--- src/hdl/rgb2hsv_pkg.sv ---
// Shared widths and fixed-point constants for the RGB to HSV pixel converter.
package rgb2hsv_pkg;

    localparam int CH_W           = 8;   // one color channel sample
    localparam int HUE_W          = 15;  // hue result field
    localparam int HUE_FRAC_DEF   = 6;   // default fraction bits of hue
    localparam int HUE_FRAC_MAX   = 10;
    localparam int HUE_INT_W      = 9;   // integer degrees 0..359
    localparam int NUM_W          = 17;  // hue numerator, below 360*255
    localparam int DIFF_W         = CH_W + 1;
    localparam int SAT_DIV_W      = 2 * CH_W;
    localparam int SAT_Q_W        = CH_W;

    localparam int HUE_SCALE      = 60;
    localparam int HUE_OFF_GREEN  = 120;
    localparam int HUE_OFF_BLUE   = 240;
    localparam int HUE_WRAP       = 360;
    localparam int SAT_SCALE      = 255;

endpackage

--- src/hdl/rgb_to_hsv_pixel_top.sv ---
// RGB to HSV pixel converter: front end plus pipelined restoring dividers.
//
// Converts one 8-bit RGB pixel per transaction into hue (1/2^HUE_FRAC_BITS
// degree units, truncated toward zero, wrapped into [0, 360) degrees),
// saturation (floor(delta*255/max), 0 for black), brightness (max channel)
// and a pass-through end-of-frame flag. The block is fully pipelined and
// accepts one pixel every cycle unless m_ready stalls it. It has three
// front-end stages (input register, max/min and branch select, numerator
// build) followed by one stage per hue quotient bit, 9 + HUE_FRAC_BITS of
// them; the saturation quotient is resolved in the last 8 of those stages.
// Backpressure on m_ready freezes the whole pipe; s_ready is high whenever
// the output stage is empty or being taken.
module rgb_to_hsv_pixel_top #(
    parameter int HUE_FRAC_BITS = rgb2hsv_pkg::HUE_FRAC_DEF
) (
    input  logic                         aclk,
    input  logic                         aresetn,

    input  logic                         s_valid,
    output logic                         s_ready,
    input  logic [rgb2hsv_pkg::CH_W-1:0] s_red,
    input  logic [rgb2hsv_pkg::CH_W-1:0] s_green,
    input  logic [rgb2hsv_pkg::CH_W-1:0] s_blue,
    input  logic                         s_end_of_frame,

    output logic                          m_valid,
    input  logic                          m_ready,
    output logic [rgb2hsv_pkg::HUE_W-1:0] m_hue,
    output logic [rgb2hsv_pkg::CH_W-1:0]  m_saturation,
    output logic [rgb2hsv_pkg::CH_W-1:0]  m_brightness,
    output logic                          m_frame_end
);
    import rgb2hsv_pkg::*;

    // quotient bits of the hue divider and width of its dividend
    localparam int QH     = HUE_INT_W + HUE_FRAC_BITS;
    localparam int HDIV_W = NUM_W + HUE_FRAC_BITS;
    localparam int EXT_W  = (QH > HUE_W) ? QH : HUE_W;

    // hue offset added to the scaled channel difference
    typedef enum logic [1:0] {
        OFF_ZERO,
        OFF_GREEN,
        OFF_BLUE,
        OFF_WRAP
    } hue_off_t;

    // whole pipe moves together; output slot free or being drained
    logic adv;
    assign adv     = !m_valid || m_ready;
    assign s_ready = adv;

    // ---------------- stage 1: input register ----------------
    logic            v1_reg;
    logic [CH_W-1:0] r1_reg, g1_reg, b1_reg;
    logic            eof1_reg;

    // ---------------- stage 2: max/min, delta, branch ----------------
    logic                     v2_reg, v2_next;
    logic [CH_W-1:0]          mx2_reg, mx2_next;
    logic [CH_W-1:0]          dl2_reg, dl2_next;
    logic signed [DIFF_W-1:0] df2_reg, df2_next;
    hue_off_t                 off2_reg, off2_next;
    logic                     eof2_reg;

    // ---------------- stage 3: numerator and dividends ----------------
    logic [NUM_W-1:0]     num3_next;
    logic [SAT_DIV_W-1:0] sdv3_next;

    // divider pipe, index 0 is the front-end output, 1..QH one bit each
    logic                 v_reg     [0:QH];
    logic [HDIV_W-1:0]    rem_h_reg [0:QH];
    logic [QH-1:0]        q_h_reg   [0:QH];
    logic [SAT_DIV_W-1:0] rem_s_reg [0:QH];
    logic [SAT_Q_W-1:0]   q_s_reg   [0:QH];
    logic [CH_W-1:0]      dl_reg    [0:QH];
    logic [CH_W-1:0]      mx_reg    [0:QH];
    logic                 eof_reg   [0:QH];

    logic [HDIV_W-1:0]    rem_h_next [1:QH];
    logic [QH-1:0]        q_h_next   [1:QH];
    logic [SAT_DIV_W-1:0] rem_s_next [1:QH];
    logic [SAT_Q_W-1:0]   q_s_next   [1:QH];

    // stage 2 logic: red wins ties, then green
    always_comb begin
        logic [CH_W-1:0] mx;
        logic [CH_W-1:0] mn;
        mx = r1_reg;
        mn = r1_reg;
        if (g1_reg > mx) mx = g1_reg;
        if (b1_reg > mx) mx = b1_reg;
        if (g1_reg < mn) mn = g1_reg;
        if (b1_reg < mn) mn = b1_reg;
        mx2_next = mx;
        dl2_next = mx - mn;
        v2_next  = v1_reg;
        if (mx == r1_reg) begin
            df2_next  = $signed({1'b0, g1_reg}) - $signed({1'b0, b1_reg});
            // negative red hue wraps by a full turn
            off2_next = df2_next[DIFF_W-1] ? OFF_WRAP : OFF_ZERO;
        end else if (mx == g1_reg) begin
            df2_next  = $signed({1'b0, b1_reg}) - $signed({1'b0, r1_reg});
            off2_next = OFF_GREEN;
        end else begin
            df2_next  = $signed({1'b0, r1_reg}) - $signed({1'b0, g1_reg});
            off2_next = OFF_BLUE;
        end
    end

    // stage 3 logic: num = 60*diff + offset*delta, always non-negative
    always_comb begin
        logic [HUE_INT_W-1:0]    off_mul;
        logic signed [NUM_W:0]   term_a;
        logic [NUM_W-1:0]        term_b;
        logic signed [NUM_W:0]   sum;
        case (off2_reg)
            OFF_ZERO:  off_mul = '0;
            OFF_GREEN: off_mul = HUE_INT_W'(HUE_OFF_GREEN);
            OFF_BLUE:  off_mul = HUE_INT_W'(HUE_OFF_BLUE);
            OFF_WRAP:  off_mul = HUE_INT_W'(HUE_WRAP);
            default:   off_mul = '0;
        endcase
        term_a    = (NUM_W+1)'(df2_reg) * (NUM_W+1)'(signed'(HUE_SCALE));
        term_b    = NUM_W'({{(NUM_W-HUE_INT_W){1'b0}}, off_mul} *
                           {{(NUM_W-CH_W){1'b0}}, dl2_reg});
        sum       = term_a + $signed({1'b0, term_b});
        num3_next = sum[NUM_W-1:0];
        sdv3_next = SAT_DIV_W'({{CH_W{1'b0}}, dl2_reg} * SAT_DIV_W'(SAT_SCALE));
    end

    // one restoring step per stage; saturation uses the last SAT_Q_W stages
    always_comb begin
        int                   hbit;
        logic [HDIV_W-1:0]    hdiv;
        logic [SAT_DIV_W-1:0] sdiv;
        for (int k = 1; k <= QH; k++) begin
            hbit = QH - k;
            hdiv = HDIV_W'(dl_reg[k-1]) << hbit;
            sdiv = SAT_DIV_W'(mx_reg[k-1]) << hbit;
            if (rem_h_reg[k-1] >= hdiv) begin
                rem_h_next[k] = rem_h_reg[k-1] - hdiv;
                q_h_next[k]   = {q_h_reg[k-1][QH-2:0], 1'b1};
            end else begin
                rem_h_next[k] = rem_h_reg[k-1];
                q_h_next[k]   = {q_h_reg[k-1][QH-2:0], 1'b0};
            end
            rem_s_next[k] = rem_s_reg[k-1];
            q_s_next[k]   = q_s_reg[k-1];
            if (hbit < SAT_Q_W) begin
                if (rem_s_reg[k-1] >= sdiv) begin
                    rem_s_next[k] = rem_s_reg[k-1] - sdiv;
                    q_s_next[k]   = {q_s_reg[k-1][SAT_Q_W-2:0], 1'b1};
                end else begin
                    q_s_next[k]   = {q_s_reg[k-1][SAT_Q_W-2:0], 1'b0};
                end
            end
        end
    end

    // valid bits: reset clears them
    always_ff @(posedge aclk) begin
        if (!aresetn) begin
            v1_reg <= 1'b0;
            v2_reg <= 1'b0;
            for (int k = 0; k <= QH; k++) v_reg[k] <= 1'b0;
        end else if (adv) begin
            v1_reg   <= s_valid;
            v2_reg   <= v2_next;
            v_reg[0] <= v2_reg;
            for (int k = 1; k <= QH; k++) v_reg[k] <= v_reg[k-1];
        end
    end

    // payload registers
    always_ff @(posedge aclk) begin
        if (adv) begin
            r1_reg   <= s_red;
            g1_reg   <= s_green;
            b1_reg   <= s_blue;
            eof1_reg <= s_end_of_frame;

            mx2_reg  <= mx2_next;
            dl2_reg  <= dl2_next;
            df2_reg  <= df2_next;
            off2_reg <= off2_next;
            eof2_reg <= eof1_reg;

            rem_h_reg[0] <= HDIV_W'(num3_next) << HUE_FRAC_BITS;
            q_h_reg[0]   <= '0;
            rem_s_reg[0] <= sdv3_next;
            q_s_reg[0]   <= '0;
            dl_reg[0]    <= dl2_reg;
            mx_reg[0]    <= mx2_reg;
            eof_reg[0]   <= eof2_reg;

            for (int k = 1; k <= QH; k++) begin
                rem_h_reg[k] <= rem_h_next[k];
                q_h_reg[k]   <= q_h_next[k];
                rem_s_reg[k] <= rem_s_next[k];
                q_s_reg[k]   <= q_s_next[k];
                dl_reg[k]    <= dl_reg[k-1];
                mx_reg[k]    <= mx_reg[k-1];
                eof_reg[k]   <= eof_reg[k-1];
            end
        end
    end

    // grey pixel gives hue 0, black pixel gives saturation 0
    logic [EXT_W-1:0] hue_ext;
    assign hue_ext = EXT_W'(q_h_reg[QH]);

    assign m_valid      = v_reg[QH];
    assign m_hue        = (dl_reg[QH] == '0) ? '0 : hue_ext[HUE_W-1:0];
    assign m_saturation = (mx_reg[QH] == '0) ? '0 : q_s_reg[QH];
    assign m_brightness = mx_reg[QH];
    assign m_frame_end  = eof_reg[QH];

endmodule

--- config.mk ---
export PLATFORM = sky130hd
export DESIGN_NAME = rgb_to_hsv_pixel_top
export DESIGN_NICKNAME = d
export VERILOG_FILES = /design/src/hdl/rgb2hsv_pkg.sv /design/src/hdl/rgb_to_hsv_pixel_top.sv
export SDC_FILE = /design/constraint.sdc
export NUM_CORES = 2
export LEC_CHECK = 0
export BUFFER_PORTS_ARGS = -buffer_cell sky130_fd_sc_hd__buf_4
export CAP_MARGIN = 5
export CORE_ASPECT_RATIO = 1.1
export CORE_MARGIN = 2
export CORE_UTILIZATION = 64
export DETAILED_ROUTE_END_ITERATION = 8
export GPL_TIMING_DRIVEN = 1
export PLACE_DENSITY = 0.82
export SLEW_MARGIN = 40
export SYNTH_ARGS = -nofsm -noshare
export SYNTH_HDL_FRONTEND = slang
export SYNTH_SLANG_ARGS = --single-unit
--- constraint.sdc ---
create_clock -name aclk -period 32.9 [get_ports aclk]
set_clock_uncertainty 0.05 [all_clocks]
set_input_delay 1.645 -clock aclk [delete_from_list [all_inputs] [get_ports aclk]]
set_output_delay 1.645 -clock aclk [all_outputs]
set_load 0.005 [all_outputs]
==> results.ini <==
[setup_path]
slowest_stage = fa_1
required_ns = 33.22
arrival_ns = 7.40
cpPeakStageDelay_ns = 0.54
critPathKind = flop to flop
critPathCaptureType = flop
crit_path_max_fanout = 3
cp-start-kind = flop

[clocking]
ctsResizeCount = 0
clkTransAtPathRegs_ns = 0.07
clock_insertion_delay_worst_skew_ns = 0.67
cts_max_level = 3
postCtsHoldBufs = 0
postCtsSetupBuffers = 0
clk_path_buf_depth = 3
tritoncts.num_buffers = 94
cts.sinks = 977
cts-root-buf = clkbuf_16
cts_tree = done

[global_routing]
grt_pass1_vias = 29319
track_usage_pct = 21.5
grt_max_degree = 121
grt.overflow.total = 0
grt_pass1_wl_mm = 137
antenna_found_initial = 0

[synth]
yosys.cell_types.count = 97
synthFlopType = edfxtp_1
ys_ff_latch = 977
yosysTopAreaCell = edfxtp_1
yosysWarnings = 0
synth-seq-area-share_pct = 59.8
syn-mean-instance-area_um2 = 13.1
ys_top_cells_by_area = edfxtp_1 (60%), ha_1 (8.3%), fa_1 (4.2%)
synth-async-reset-ratio_pct = 0
yosysTopAreaCellShare_pct = 59.7
syn-num-nets = 4203
synthCells = 3748
synth_edf_count = 974
syn_area_mm2 = 0.0490

[sta]
finalHoldViolations = 0
rsz0062_at_grt = no
max_slew_margin_pct = 45.0
period_share_pct = 21.5
max_freq_mhz = 141
finalCriticalPeriod_ns = 7.09
final.setup.tns_ns = 0
maxSlewViolCount = 0
tightest_slew_ns = 0.822
setup_violations = 0

[floorplan]
initial_core_util_pct = 64.6
rows = 106
io_pins = 63
die_y_um = 294
core_area_mm2 = 0.0759
die_x_um = 268
dieArea_mm2 = 0.0788

[detailed_routing]
dr.pass1.iters = 7
wl_mm = 82.3
antenna_left = 0
vias = 27975
wl_per_cell_um = 16.5
drc = 0
post_drt_via_cell_ratio = 5.62
drtIter0Drc = 1777

[cells_and_area]
finalNetCount = 4334
nFillCells = 4948
largest_register_ffs = 253
drive_above_1_share_pct = 7.84
area_growth_pct = 10.0
n_antenna_cell = 0

[placed_design]
io_buffers = 62
dpl.hpwl_mm = 57.2
gp_congestion = 0.887

[worst_hold_path]
min_path_type = flop to flop

[job]
maxCapViolCount = 0

[status]
status = completed

[critical path, delay by kind of cell (launching register included)]
| kind | cells | cell delay [ns] |
|---|---|---|
| mux | 1 | 0.11 |
| xor+xnor | 3 | 0.46 |
| simple gates | 4 | 0.50 |
| buf+inv | 5 | 0.22 |
| compound gates | 6 | 1.52 |
| fa+ha+maj | 9 | 3.52 |
| flops | 1 | 0.43 |
[routing by layer]
metal / part of all wire (%) / global-route usage (%) / up-vias
met2: 55 / 41.6 / 493
met3: 3.1 / 2.78 / 195
met4: 3.5 / 8.71 / 0
met1: 38 / 23.5 / 13611
li1: - / - / 13676
met5: 0 / 0 / -
[metrics by stage]
step	instances	hold WS [ns]	utilization, %	instance area, µm²	worst slack [ns]
floorplan	3748	0.350	-	49000	2.83
global placement	4803	0.351	66.8	50700	25.90
detailed placement	4807	0.355	66.9	50800	25.85
CTS	4978	0.346	71.0	53900	25.81
global route	4980	0.356	71.1	53900	25.29
finish	4980	0.354	71.1	53900	25.81
[layout make-up]
type	count	area (µm²)	share of cell area [%]
clock inverters	62	642	1.19
multi-input cells	2261	17800	33.0
flip-flops and latches	977	29300	54.4
clock buffers	109	2460	4.56
repair buffers	78	686	1.27
inverters	467	1750	3.25
well taps	1026	1280	2.38
[path summary, 6_finish.rpt]
path                                        start           endpoint  slack, ns  cells after the start
worst max-delay path                   df2_reg[1]   rem_h_reg[0][22]      25.81                     28
worst min-delay path            rem_s_reg[0][100]  rem_s_reg[0][116]       0.35                      0
worst max register to register         df2_reg[1]   rem_h_reg[0][22]      25.81                     28
worst min register to register  rem_s_reg[0][100]  rem_s_reg[0][116]       0.35                      0
[logic make-up (layout without fill, tap and decap cells)]
family	Yosys count	in the layout	share of synthesized area, %
adder cells (fa/ha/maj)	426	426	12.4
AO/OA/AOI/OAI	566	566	7.31
buffers and inverters	510	716	4.01
AND/OR/NAND/NOR	917	917	9.86
flip-flops	977	977	59.8
XOR/XNOR	269	269	4.81
multiplexers	83	83	1.78
[layout by cell type (no fill, tap or decap), types with 10 or more instances in the layout]
cell       instances
o31ai_1           28
mux2i_1           51
clkinv_2          18
ha_1             324
clkinv_1          17
o21a_1            26
nand4_1           29
xor2_1           122
nand3_1           40
nor2b_1           73
o21bai_1          11
or2_2             15
fa_1             102
edfxtp_1         974
a21boi_0          43
buf_4             67
and3_1            17
nor4_1            49
o21ai_0          162
a211oi_1          14
bufinv_16         10
nand2b_1          61
a21o_1            60
a21oi_1          149
nand4b_1          12
nand2_1          190
or4_1             13
mux2_2            30
nor2_1           220
or3_1             21
a31oi_1           10
and2_1            54
clkbuf_16         95
inv_1            466
clkbuf_1          11
xnor2_1          147
nor3_1            61
[synth_stat cells, drive strengths merged (15+ instances only)]
cell	instances
ha	324
and2	56
nor2b	75
a21oi	150
or4	15
fa	102
nor3	68
o21ai	167
nor2	223
edfxtp	974
mux2i	52
nand4	30
or2	17
a211oi	16
a21o	60
clkbuf	26
a21boi	45
buf	17
inv	467
nand3	40
and3	17
o21a	26
nand2	190
nand2b	62
xnor2	147
or3	22
o31ai	29
xor2	122
nor4	54
mux2	31
Power is not shown: default switching activity piles up to over one toggle a cycle in this logic, so the estimate is an artifact.
